`src/hdl/dss_pkg.sv`:
```
`timescale 1ns / 1ps
// ----------------------------------------------------------------------------
// dss_pkg
// Shared types and constants of the decimal string splitter: byte classes,
// the token that travels from the front part to the back part, status codes.
// ----------------------------------------------------------------------------
package dss_pkg;

    localparam int MAX_CHARS = 64;
    localparam int CNT_W     = $clog2(MAX_CHARS);
    localparam logic [CNT_W-1:0] CNT_LIMIT = CNT_W'(MAX_CHARS - 1);

    localparam int MANT_W = 64;
    localparam int EXP_W  = 32;
    localparam int MANT_PROD_W = MANT_W + 4;
    localparam int EXP_PROD_W  = EXP_W + 4;
    localparam int EXP_SUM_W   = EXP_W + 2;

    localparam logic [MANT_PROD_W-1:0] MANT_LIMIT = MANT_PROD_W'(1) << (MANT_W - 1);
    localparam logic [EXP_PROD_W-1:0]  EXP_LIMIT  = EXP_PROD_W'(1) << (EXP_W - 1);
    localparam logic [MANT_W-1:0]      MANT_MAX   = MANT_W'(1) << (MANT_W - 1);

    localparam logic [7:0] CH_NUL    = 8'h00;
    localparam logic [7:0] CH_PLUS   = 8'h2B;
    localparam logic [7:0] CH_MINUS  = 8'h2D;
    localparam logic [7:0] CH_POINT  = 8'h2E;
    localparam logic [7:0] CH_ZERO   = 8'h30;
    localparam logic [7:0] CH_NINE   = 8'h39;
    localparam logic [7:0] CH_E_UP   = 8'h45;
    localparam logic [7:0] CH_E_LOW  = 8'h65;

    localparam logic [1:0] ST_OK       = 2'd0;
    localparam logic [1:0] ST_SYNTAX   = 2'd1;
    localparam logic [1:0] ST_TOO_LONG = 2'd2;
    localparam logic [1:0] ST_RANGE    = 2'd3;

    typedef enum logic [2:0] {
        K_END,
        K_DIGIT,
        K_PLUS,
        K_MINUS,
        K_POINT,
        K_LETTER,
        K_OTHER
    } t_kind;

    typedef struct packed {
        t_kind      kind;
        logic [3:0] digit;
    } t_token;

endpackage

```
`src/hdl/dss_front.sv`:
```
`timescale 1ns / 1ps
// ----------------------------------------------------------------------------
// dss_front
// Byte classifier: turns each text byte into a kind and a digit value.
// ----------------------------------------------------------------------------
module dss_front (
    input  logic [7:0]      i_char,
    output dss_pkg::t_token o_tok
);

    logic [7:0] w_off;

    assign w_off = i_char - dss_pkg::CH_ZERO;

    always_comb begin
        o_tok.digit = w_off[3:0];
        if (i_char == dss_pkg::CH_NUL) begin
            o_tok.kind = dss_pkg::K_END;
        end else if (i_char >= dss_pkg::CH_ZERO && i_char <= dss_pkg::CH_NINE) begin
            o_tok.kind = dss_pkg::K_DIGIT;
        end else if (i_char == dss_pkg::CH_PLUS) begin
            o_tok.kind = dss_pkg::K_PLUS;
        end else if (i_char == dss_pkg::CH_MINUS) begin
            o_tok.kind = dss_pkg::K_MINUS;
        end else if (i_char == dss_pkg::CH_POINT) begin
            o_tok.kind = dss_pkg::K_POINT;
        end else if (i_char == dss_pkg::CH_E_UP || i_char == dss_pkg::CH_E_LOW) begin
            o_tok.kind = dss_pkg::K_LETTER;
        end else begin
            o_tok.kind = dss_pkg::K_OTHER;
        end
    end

endmodule

```
`src/hdl/dss_queue.sv`:
```
`timescale 1ns / 1ps
// ----------------------------------------------------------------------------
// dss_queue
// Two-entry token queue between the classifier and the parser.
// ----------------------------------------------------------------------------
module dss_queue (
    input  logic            i_clk,
    input  logic            i_rst_n,
    input  logic            i_push_valid,
    output logic            o_push_ready,
    input  dss_pkg::t_token i_push_tok,
    output logic            o_pop_valid,
    input  logic            i_pop_ready,
    output dss_pkg::t_token o_pop_tok
);

    dss_pkg::t_token r_mem [2];
    logic            r_wr_ptr;
    logic            r_rd_ptr;
    logic [1:0]      r_count;
    logic            w_push;
    logic            w_pop;

    assign o_push_ready = (r_count != 2'd2);
    assign o_pop_valid  = (r_count != 2'd0);
    assign o_pop_tok    = r_mem[r_rd_ptr];
    assign w_push       = i_push_valid && o_push_ready;
    assign w_pop        = o_pop_valid && i_pop_ready;

    always_ff @(posedge i_clk) begin
        if (w_push) begin
            r_mem[r_wr_ptr] <= i_push_tok;
        end
    end

    always_ff @(posedge i_clk) begin
        if (!i_rst_n) begin
            r_wr_ptr <= 1'b0;
            r_rd_ptr <= 1'b0;
            r_count  <= 2'd0;
        end else begin
            if (w_push) begin
                r_wr_ptr <= ~r_wr_ptr;
            end
            if (w_pop) begin
                r_rd_ptr <= ~r_rd_ptr;
            end
            if (w_push && !w_pop) begin
                r_count <= r_count + 2'd1;
            end else if (w_pop && !w_push) begin
                r_count <= r_count - 2'd1;
            end
        end
    end

endmodule

```
`src/hdl/dss_back.sv`:
```
`timescale 1ns / 1ps
// ----------------------------------------------------------------------------
// dss_back
// Parser: runs the number grammar on tokens, accumulates mantissa and
// exponent, and registers one result per terminated string.
// ----------------------------------------------------------------------------
module dss_back (
    input  logic                          i_clk,
    input  logic                          i_rst_n,
    input  logic                          i_tok_valid,
    output logic                          o_tok_ready,
    input  dss_pkg::t_token               i_tok,
    output logic                          o_res_valid,
    input  logic                          i_res_ready,
    output logic [1:0]                    o_res_status,
    output logic [dss_pkg::MANT_W-1:0]    o_res_mant,
    output logic [dss_pkg::EXP_W-1:0]     o_res_exp
);

    typedef enum logic [2:0] {
        PH_START,
        PH_BASE,
        PH_FRACTION,
        PH_EXP,
        PH_ERROR
    } t_phase;

    t_phase                          r_phase, n_phase;
    logic [dss_pkg::MANT_W-1:0]      r_mant_acc, n_mant_acc;
    logic                            r_mant_neg, n_mant_neg;
    logic                            r_mant_seen, n_mant_seen;
    logic [dss_pkg::EXP_W-1:0]       r_exp_acc, n_exp_acc;
    logic                            r_exp_neg, n_exp_neg;
    logic                            r_exp_seen, n_exp_seen;
    logic                            r_exp_closed, n_exp_closed;
    logic [dss_pkg::CNT_W-1:0]       r_frac_cnt, n_frac_cnt;
    logic [dss_pkg::CNT_W-1:0]       r_char_cnt, n_char_cnt;
    logic [1:0]                      r_err_code, n_err_code;
    logic                            r_out_valid, n_out_valid;
    logic [1:0]                      r_out_status, n_out_status;
    logic [dss_pkg::MANT_W-1:0]      r_out_mant, n_out_mant;
    logic [dss_pkg::EXP_W-1:0]       r_out_exp, n_out_exp;

    logic [dss_pkg::MANT_PROD_W-1:0] w_mant_ext;
    logic [dss_pkg::MANT_PROD_W-1:0] w_mant_next;
    logic [dss_pkg::EXP_PROD_W-1:0]  w_exp_ext;
    logic [dss_pkg::EXP_PROD_W-1:0]  w_exp_next;
    logic signed [dss_pkg::EXP_SUM_W-1:0] w_exp_mag;
    logic signed [dss_pkg::EXP_SUM_W-1:0] w_exp_final;
    logic                            w_exp_oor;
    logic [1:0]                      w_fin_status;
    logic [dss_pkg::MANT_W-1:0]      w_fin_mant;
    logic [dss_pkg::EXP_W-1:0]       w_fin_exp;
    logic                            w_pop;

    // times ten plus digit
    assign w_mant_ext  = dss_pkg::MANT_PROD_W'(r_mant_acc);
    assign w_mant_next = (w_mant_ext << 3) + (w_mant_ext << 1)
                         + dss_pkg::MANT_PROD_W'(i_tok.digit);
    assign w_exp_ext   = dss_pkg::EXP_PROD_W'(r_exp_acc);
    assign w_exp_next  = (w_exp_ext << 3) + (w_exp_ext << 1)
                         + dss_pkg::EXP_PROD_W'(i_tok.digit);

    // final exponent and its range
    assign w_exp_mag   = $signed(dss_pkg::EXP_SUM_W'(r_exp_acc));
    assign w_exp_final = (r_exp_neg ? -w_exp_mag : w_exp_mag)
                         - $signed(dss_pkg::EXP_SUM_W'(r_frac_cnt));
    assign w_exp_oor   = (w_exp_final[dss_pkg::EXP_SUM_W-1:dss_pkg::EXP_W-1] != 3'b000) &&
                         (w_exp_final[dss_pkg::EXP_SUM_W-1:dss_pkg::EXP_W-1] != 3'b111);

    always_comb begin
        w_fin_status = dss_pkg::ST_OK;
        w_fin_mant   = '0;
        w_fin_exp    = '0;
        if (r_phase == PH_ERROR) begin
            w_fin_status = r_err_code;
        end else if (r_phase == PH_START || !r_mant_seen ||
                     (r_phase == PH_EXP && !r_exp_seen)) begin
            w_fin_status = dss_pkg::ST_SYNTAX;
        end else if (!r_mant_neg && r_mant_acc == dss_pkg::MANT_MAX) begin
            w_fin_status = dss_pkg::ST_RANGE;
        end else if (w_exp_oor) begin
            w_fin_status = dss_pkg::ST_RANGE;
        end else begin
            w_fin_mant = r_mant_neg ? (~r_mant_acc + 1'b1) : r_mant_acc;
            w_fin_exp  = w_exp_final[dss_pkg::EXP_W-1:0];
        end
    end

    assign o_tok_ready = (i_tok.kind != dss_pkg::K_END) || !r_out_valid || i_res_ready;
    assign w_pop       = i_tok_valid && o_tok_ready;

    always_comb begin
        n_phase      = r_phase;
        n_mant_acc   = r_mant_acc;
        n_mant_neg   = r_mant_neg;
        n_mant_seen  = r_mant_seen;
        n_exp_acc    = r_exp_acc;
        n_exp_neg    = r_exp_neg;
        n_exp_seen   = r_exp_seen;
        n_exp_closed = r_exp_closed;
        n_frac_cnt   = r_frac_cnt;
        n_char_cnt   = r_char_cnt;
        n_err_code   = r_err_code;
        n_out_valid  = r_out_valid && !i_res_ready;
        n_out_status = r_out_status;
        n_out_mant   = r_out_mant;
        n_out_exp    = r_out_exp;

        if (w_pop) begin
            if (i_tok.kind == dss_pkg::K_END) begin
                n_out_valid  = 1'b1;
                n_out_status = w_fin_status;
                n_out_mant   = w_fin_mant;
                n_out_exp    = w_fin_exp;
                n_phase      = PH_START;
                n_mant_acc   = '0;
                n_mant_neg   = 1'b0;
                n_mant_seen  = 1'b0;
                n_exp_acc    = '0;
                n_exp_neg    = 1'b0;
                n_exp_seen   = 1'b0;
                n_exp_closed = 1'b0;
                n_frac_cnt   = '0;
                n_char_cnt   = '0;
                n_err_code   = dss_pkg::ST_OK;
            end else if (r_phase != PH_ERROR) begin
                if (r_char_cnt >= dss_pkg::CNT_LIMIT) begin
                    n_phase    = PH_ERROR;
                    n_err_code = dss_pkg::ST_TOO_LONG;
                end else begin
                    n_char_cnt = r_char_cnt + 1'b1;
                    case (i_tok.kind)
                        dss_pkg::K_PLUS, dss_pkg::K_MINUS: begin
                            if (r_phase == PH_START) begin
                                n_mant_neg = (i_tok.kind == dss_pkg::K_MINUS);
                                n_phase    = PH_BASE;
                            end else if (r_phase == PH_EXP && !r_exp_closed) begin
                                n_exp_neg    = (i_tok.kind == dss_pkg::K_MINUS);
                                n_exp_closed = 1'b1;
                            end else begin
                                n_phase    = PH_ERROR;
                                n_err_code = dss_pkg::ST_SYNTAX;
                            end
                        end
                        dss_pkg::K_DIGIT: begin
                            if (r_phase == PH_EXP) begin
                                if (w_exp_next > dss_pkg::EXP_LIMIT) begin
                                    n_phase    = PH_ERROR;
                                    n_err_code = dss_pkg::ST_RANGE;
                                end else begin
                                    n_exp_acc    = w_exp_next[dss_pkg::EXP_W-1:0];
                                    n_exp_seen   = 1'b1;
                                    n_exp_closed = 1'b1;
                                end
                            end else if (w_mant_next > dss_pkg::MANT_LIMIT) begin
                                n_phase    = PH_ERROR;
                                n_err_code = dss_pkg::ST_RANGE;
                            end else begin
                                n_mant_acc  = w_mant_next[dss_pkg::MANT_W-1:0];
                                n_mant_seen = 1'b1;
                                if (r_phase == PH_START) begin
                                    n_phase = PH_BASE;
                                end else if (r_phase == PH_FRACTION) begin
                                    n_frac_cnt = r_frac_cnt + 1'b1;
                                end
                            end
                        end
                        dss_pkg::K_POINT: begin
                            if (r_phase == PH_START || r_phase == PH_BASE) begin
                                n_phase = PH_FRACTION;
                            end else begin
                                n_phase    = PH_ERROR;
                                n_err_code = dss_pkg::ST_SYNTAX;
                            end
                        end
                        dss_pkg::K_LETTER: begin
                            if (r_phase == PH_FRACTION) begin
                                n_phase = PH_EXP;
                            end else begin
                                n_phase    = PH_ERROR;
                                n_err_code = dss_pkg::ST_SYNTAX;
                            end
                        end
                        default: begin
                            n_phase    = PH_ERROR;
                            n_err_code = dss_pkg::ST_SYNTAX;
                        end
                    endcase
                end
            end
        end
    end

    always_ff @(posedge i_clk) begin
        if (!i_rst_n) begin
            r_phase      <= PH_START;
            r_mant_acc   <= '0;
            r_mant_neg   <= 1'b0;
            r_mant_seen  <= 1'b0;
            r_exp_acc    <= '0;
            r_exp_neg    <= 1'b0;
            r_exp_seen   <= 1'b0;
            r_exp_closed <= 1'b0;
            r_frac_cnt   <= '0;
            r_char_cnt   <= '0;
            r_err_code   <= dss_pkg::ST_OK;
            r_out_valid  <= 1'b0;
        end else begin
            r_phase      <= n_phase;
            r_mant_acc   <= n_mant_acc;
            r_mant_neg   <= n_mant_neg;
            r_mant_seen  <= n_mant_seen;
            r_exp_acc    <= n_exp_acc;
            r_exp_neg    <= n_exp_neg;
            r_exp_seen   <= n_exp_seen;
            r_exp_closed <= n_exp_closed;
            r_frac_cnt   <= n_frac_cnt;
            r_char_cnt   <= n_char_cnt;
            r_err_code   <= n_err_code;
            r_out_valid  <= n_out_valid;
        end
        r_out_status <= n_out_status;
        r_out_mant   <= n_out_mant;
        r_out_exp    <= n_out_exp;
    end

    assign o_res_valid  = r_out_valid;
    assign o_res_status = r_out_status;
    assign o_res_mant   = r_out_mant;
    assign o_res_exp    = r_out_exp;

endmodule

```
`src/hdl/decimal_string_splitter.sv`:
```
`timescale 1ns / 1ps
// ----------------------------------------------------------------------------
// decimal_string_splitter
// Parses a decimal number text, one byte per item, into a signed mantissa
// with the point removed and a power-of-ten exponent.
//
// Input channel (s_axis): one text byte per item; a zero byte ends a string.
// Output channel (m_axis): one item per string, status in tuser, mantissa
// and exponent in tdata; mantissa and exponent are zero when status is
// not ok.
// Throughput: one byte per cycle while the receiver takes results. A byte
// waits in a two-entry queue, and the parser takes one token per cycle
// (multiply by ten and add). The parser registers the result once it takes
// the terminator from the queue, behind any older tokens still waiting there.
// When the receiver stalls, the result stays in the output register; bytes
// of the next string keep flowing into the parser, and only a further
// terminator waits, after which the queue fills and tready falls.
// Reset (synchronous, active low) empties the queue and the output register
// and returns the parser to the start of a string.
// ----------------------------------------------------------------------------
module decimal_string_splitter (
    input  logic         i_clk,
    input  logic         i_rst_n,
    input  logic         i_s_axis_tvalid,
    output logic         o_s_axis_tready,
    input  logic [7:0]   i_s_axis_tdata,   // char_code
    output logic         o_m_axis_tvalid,
    input  logic         i_m_axis_tready,
    output logic [95:0]  o_m_axis_tdata,   // mantissa [63:0], exponent [95:64]
    output logic [1:0]   o_m_axis_tuser    // status
);

    dss_pkg::t_token                w_front_tok;
    dss_pkg::t_token                w_queue_tok;
    logic                           w_queue_valid;
    logic                           w_back_ready;
    logic [dss_pkg::MANT_W-1:0]     w_mant;
    logic [dss_pkg::EXP_W-1:0]      w_exp;

    dss_front u_front (
        .i_char (i_s_axis_tdata),
        .o_tok  (w_front_tok)
    );

    dss_queue u_queue (
        .i_clk        (i_clk),
        .i_rst_n      (i_rst_n),
        .i_push_valid (i_s_axis_tvalid),
        .o_push_ready (o_s_axis_tready),
        .i_push_tok   (w_front_tok),
        .o_pop_valid  (w_queue_valid),
        .i_pop_ready  (w_back_ready),
        .o_pop_tok    (w_queue_tok)
    );

    dss_back u_back (
        .i_clk        (i_clk),
        .i_rst_n      (i_rst_n),
        .i_tok_valid  (w_queue_valid),
        .o_tok_ready  (w_back_ready),
        .i_tok        (w_queue_tok),
        .o_res_valid  (o_m_axis_tvalid),
        .i_res_ready  (i_m_axis_tready),
        .o_res_status (o_m_axis_tuser),
        .o_res_mant   (w_mant),
        .o_res_exp    (w_exp)
    );

    assign o_m_axis_tdata = {w_exp, w_mant};

endmodule

```
`config.mk`:
```
export PLATFORM = sky130hd
export DESIGN_NAME = decimal_string_splitter
export DESIGN_NICKNAME = d
export VERILOG_FILES = /design/src/hdl/dss_pkg.sv /design/src/hdl/dss_front.sv /design/src/hdl/dss_queue.sv /design/src/hdl/dss_back.sv /design/src/hdl/decimal_string_splitter.sv
export SDC_FILE = /design/constraint.sdc
export NUM_CORES = 1
export LEC_CHECK = 0
export BUFFER_PORTS_ARGS = -buffer_cell sky130_fd_sc_hd__buf_4
export CAP_MARGIN = 30
export CORE_AREA = 2 2 224 171
export CTS_CLUSTER_DIAMETER = 60
export CTS_CLUSTER_SIZE = 25
export DETAILED_ROUTE_END_ITERATION = 16
export DIE_AREA = 0 0 226 173
export PLACE_DENSITY = 0.72
export SLEW_MARGIN = 20
export SYNTH_ARGS = -nofsm -noshare
export SYNTH_HDL_FRONTEND = slang
export SYNTH_SLANG_ARGS = --single-unit
```
`constraint.sdc`:
```
create_clock -name i_clk -period 7.1 [get_ports i_clk]
set_clock_uncertainty 0.1 [all_clocks]
set_input_delay 1.42 -clock i_clk [delete_from_list [all_inputs] [get_ports i_clk]]
set_output_delay 1.42 -clock i_clk [all_outputs]
set_load 0.005 [all_outputs]
```
# Word level (Yosys, flattened, before mapping)
# Memory sizes are Yosys's and may differ from the RTL's. A register that Yosys moved wholly into a read port is not among the register bits.
# Index checks and enable logic that the tools add are counted.
# W data, S select, Z words.
[op_classes]
magnitude_cmp = 5
n_bitwise = 3
add_sub_neg = 12
n_reduce_logical = 51
mul = 0
div_mod_pow = 0
eq_ne = 35
mux = 95
shifts = 0
[op_table]
columns = ["cell", "count"]
rows = [
  ["$mux W64", 7],
  ["$mux W32", 6],
  ["$add A67 B65 Y68", 1],
  ["$add A68 B4 Y68", 1],
  ["$gt A68 B64 Y1 const B", 1],
  ["$mux W6", 11],
  ["$add A64 B1 Y64 const B", 1],
  ["$eq A64 B64 Y1 const B", 1],
  ["$not A64 Y64", 1],
  ["$mux W3", 16],
  ["$add A35 B33 Y36", 1],
  ["$add A36 B4 Y36", 1],
  ["$gt A36 B32 Y1 const B", 1],
  ["$mux W1", 34],
  ["$mux W2", 17],
  ["$mux W34", 1],
  ["$neg A32 Y34", 1],
  ["$sub A34 B7 Y34", 1],
  ["$eq A8 B6 Y1 const B", 3],
  ["$reduce_and A8 Y1", 3],
  ["$reduce_and A6 Y1", 3],
  ["$reduce_bool A2 Y1", 9],
  ["$eq A8 B7 Y1 const B", 2],
  ["$add A6 B1 Y6 const B", 2],
  ["35 further kinds", 76],
]
[totals]
rom_bits = 0
elab_cells = 220
mem_bits_rw = 14
regBits = 221
memories = 1
latchBits = 0
[memory_table]
columns = ["memory", "depth", "word_bits", "read_ports", "rd_ports_with_merged_regs", "write_ports", "line_no", "source"]
rows = [
  ["u_queue.r_mem", 2, 7, 1, 1, 1, "dss_queue.sv:17", "dss_pkg::t_token r_mem [2];"],
]

# Depth between registers and ports, before layout
[depth]
ltp_word = 9
depth_mapped = 24

# By module
# A second synthesis with hierarchy kept.
[hier_totals]
cells_unflattened = 2394
hier_area_um2 = 19700.1
[modules_own_cells]
columns = ["mod", "instances", "seq_area_each_um2", "area_each_um2", "cells_per_inst"]
rows = [
  ["dss_back", 1, 5325.1, 18755.5, 2315],
  ["dss_queue", 1, 520.5, 738.2, 47],
  ["dss_front", 1, 0.0, 206.4, 32],
]

# Least setup slack after synthesis
# No wires, ideal clock.
[synth_path]
path_kind = "register to register"
startpoint = "reg (tool-made name)"
endpoint = "reg u_back.r_frac_cnt[2] (netlist name)"
stages_incl_launch_ff = 21
setup_time_ns = 0.059
arrival_time_ns = 5.324
t_required_ns = 6.941
setup_slack_ns = 1.617
path_buffers = 2
path_cell_list = "dfxtp_1 clkbuf_1 mux2_2 ha_1 ha_1 inv_1 fa_1 nor2b_1 o2111ai_1 a211oi_1 o41ai_2 o211ai_1 a221oi_2 xnor2_1 or4_1 or4b_1 nor4_2 o31ai_1 clkbuf_1 or4_1 nand2_1"
[synth_rtl]
columns = ["item", "line_no", "source"]
rows = [
  ["end signal, assigned", "dss_back.sv:218", "r_frac_cnt <= n_frac_cnt;"],
  ["end, declared", "dss_back.sv:36", "logic [dss_pkg::CNT_W-1:0] r_frac_cnt, n_frac_cnt;"],
]

==> run summary <==
final WL -> 62880 microns
CP dominant cell by count -> mux2i_1
Multi-input gate area -> 13520 sq um
I/O Pins -> 112
final net count -> 2715
CTS tree -> built
core area -> 36710 sq um
Gates resized, CTS repair -> 0
Peak Freq -> 149.1 MHz
critical path fanouts, max -> 14
commonest cells after routing, fill and taps aside -> nor2_1 (271), nand2_1 (261), a21oi_1 (203)
WP data required -> 7.39 ns
Critical path buffers and inverters -> 2
Port Buf Inserts -> 111
Synth area leader -> edfxtp_1
GR Util All Layers -> 31.59%
outcome -> complete, no violations
drt wl/cell -> 20.84 microns
headroom to the max-slew limit -> 28.72%
clk slew on worst S/H paths -> 0.08 ns
CTS buffer count -> 22
Startpoint Class -> register
fillers -> 3276
initial antenna violation count -> 0
synthesized area per cell -> 8.198 sq um
DPL Wire Length -> 48550 microns
hold_buf cts -> 0
commonest non-fill, non-tap cell in the layout -> nor2_1
worst-skew pair later-pin latency -> 0.57 ns
maximum VDD drop -> 0.1445 mV
Reg area -> 5847 sq um
Final Non-Filler Cells -> 3017
Pwr Density -> 146.1 nW/um^2
Sink Count -> 236
total of max-cap violations -> 0
vias in the first global route -> 17370
leakage power -> 9.512 nW
post-synthesis async set-or-reset flop share -> 0%
Crit path max-delay family -> compound AO/OA/AOI/OAI gates
initial core utilization -> 54.71%
root buffer cell -> clkbuf_16
post-layout min period -> 6.706 ns
Hold WC Path Type -> reg2reg
hold slack final -> 0.3680 ns
RSZ-0062 raised after global routing -> no
R2R cell count -> 17
Vias -> 19180
syn nets -> 2668
drt drc -> 0
Setup Viol. Count Final -> 0
antenna cells -> 0
ANT nets after route -> 0
sequential-to-total area share from yosys stat -> 29.10%
post-CTS setup buffers -> 0
Synth Flop Type -> dfxtp_1
Worst Path Class, Setup -> reg2reg
GRT overflow -> 0
initial DRC count -> 2269
EDFF count, synth -> 112
post-synthesis cell area -> 20090 sq um
period utilization -> 94.45%
crit end category -> register
Hold Startpoint -> u_back.r_err_code[0]
post-synth top area share -> 16.74%
setup TNS -> 0 ns
worst reg-to-reg setup slack -> 0.39 ns
Synth Register Bits -> 236
Worst Tran Pin Value -> 1.059 ns
share of cells above drive strength 1 -> 8.715%
global placement routability congestion -> 1.026
slowest cell delay on critical path -> 0.67 ns
hold path endpoint -> u_back.r_err_code[0]
vias per cell -> 6.359
top post-synthesis cells by area -> edfxtp_1 (17%), ha_1 (13%), dfxtp_1 (12%), nor2_1 (5.1%), a21oi_1 (5.1%)
largest net degree at the start of global routing -> 76
worst path arrival time -> 7.00 ns
Synth Instances -> 2450
crit path cell chain -> mux2i_1 > inv_1 > fa_1 > ha_1 > nor2b_1 > o31a_1 > o311a_1 > o31ai_1 > a31oi_1 > a311o_1 > a2111oi_0 > nand4_1 > a211oi_1 > o21a_1 > buf_4 > mux2i_1 > nor2_1
hold depth -> 2
area delta synth->final -> 9.973%
total power -> 0.003228 W
clk buf depth -> 3
Netlist cell types -> 94
yosys warns -> 0
Core Rows -> 61
H-tree depth -> 1
placed cells -> 2977
Fin. Hold Viols -> 0
Die Width -> 226 microns
first-pass GRT wire length -> 98840 microns
Max Slew Vio Count -> 0
R2R Path End -> u_back.r_exp_acc[18]
slowest stage cell, crit path -> a2111oi_0
Die ar. -> 39100 sq um
Vert. Die Dim -> 173 microns
TritonRoute pass-1 iters -> 9
==> layout make-up <==
| type | count | area share, % |
|---|---|---|
| clock buffers | 24 | 2.668 |
| clock inverters | 16 | 0.9346 |
| inverters | 73 | 1.252 |
| multi-input cells | 2030 | 61.21 |
| flip-flops and latches | 236 | 26.47 |
| well taps | 504 | 2.855 |
| repair buffers | 134 | 4.611 |
==> worst reg2reg max path, delay by kind of cell, from the launching register on <==
family / cells / cell delay (ns)
AOI/OAI and AO/OA: 8 / 3.70
adders and majority gates: 2 / 0.74
buffers and inverters: 2 / 0.44
DFF: 1 / 0.61
muxes: 2 / 0.57
and+or+nand+nor: 3 / 0.40
==> layer usage <==
layer  vias to the layer above  global-route usage [%]  part of all wire (%)
met2                       886                   40.72                    38
li1                       9148                       -                     -
met4                         0                   5.408                   1.6
met5                         -                       0                     0
met1                      9062                   52.31                    50
met3                        88                   6.899                    11
==> sequential cells by signal, summed over array words and instances (netlist names), 2 cells and up, named ones only <==
signal and flops:
u_back.o_res_exp 32, u_back.r_phase 3, u_back.o_res_mant 64, u_back.o_res_status 2, u_back.r_char_cnt 6, u_back.r_frac_cnt 6, u_back.r_err_code 2, u_queue.r_count 2
u_queue.r_mem 14, u_back.r_mant_acc 64, u_back.r_exp_acc 32
==> synth_stat cells, drive strengths merged (24+ instances only) <==
| library cell | n |
|---|---|
| clkbuf | 88 |
| nor2 | 272 |
| ha | 201 |
| nand4 | 54 |
| or3 | 81 |
| nand3 | 40 |
| a21o | 37 |
| nor3 | 50 |
| mux2i | 29 |
| nand2 | 261 |
| inv | 73 |
| o31ai | 36 |
| nor4 | 24 |
| and2 | 30 |
| xnor2 | 82 |
| dfxtp | 124 |
| xor2 | 111 |
| o21ai | 152 |
| edfxtp | 112 |
| a21oi | 203 |
==> cells by family (layout without fill, tap and decap cells) <==
group                      Yosys count  count (layout)  synth area share (%)
AOI/OAI and AO/OA                  646             646                 20.54
xor gates and xnor gates           193             193                 8.416
adders and majority gates          206             206                 13.02
buffers and inverters              184             247                 3.706
DFF                                236             236                 29.10
muxes                               41              41                 2.118
and+or+nand+nor                    944             944                 23.10
==> worst max-delay path by stage <==
stage          startpoint              endpoint  slack (ns)  depth (start not counted)
2_1_floorplan    register  u_back.r_frac_cnt[2]        1.62                         20
3_3_place_gp     register  u_back.r_exp_acc[18]        0.59                         17
3_5_place_dp     register  u_back.r_exp_acc[18]        0.56                         17
4_1_cts          register  u_back.r_exp_acc[18]        0.53                         17
5_1_grt          register  u_back.r_exp_acc[18]        0.05                         17
6_report         register  u_back.r_exp_acc[18]        0.39                         17
==> per-stage QoR <==
stage	utilization [%]	instance area (sq um)	setup slack, ns
floorplan	-	20090	1.617
global placement	58.00	21290	0.5892
detailed placement	58.00	21290	0.5622
CTS	60.17	22090	0.5279
global route	60.17	22090	0.05311
finish	60.17	22090	0.3941
==> power by group <==
group / switching, W / internal (W) / total, W / leakage [nW]
logic: 0.000255 / 0.000156 / 0.000411 / 6.95
clock network: 0.000658 / 0.000654 / 0.00131 / 0.384
registers: 0.0000438 / 0.00146 / 0.00150 / 2.17
No activity file was read; power rests on OpenSTA's default activity.
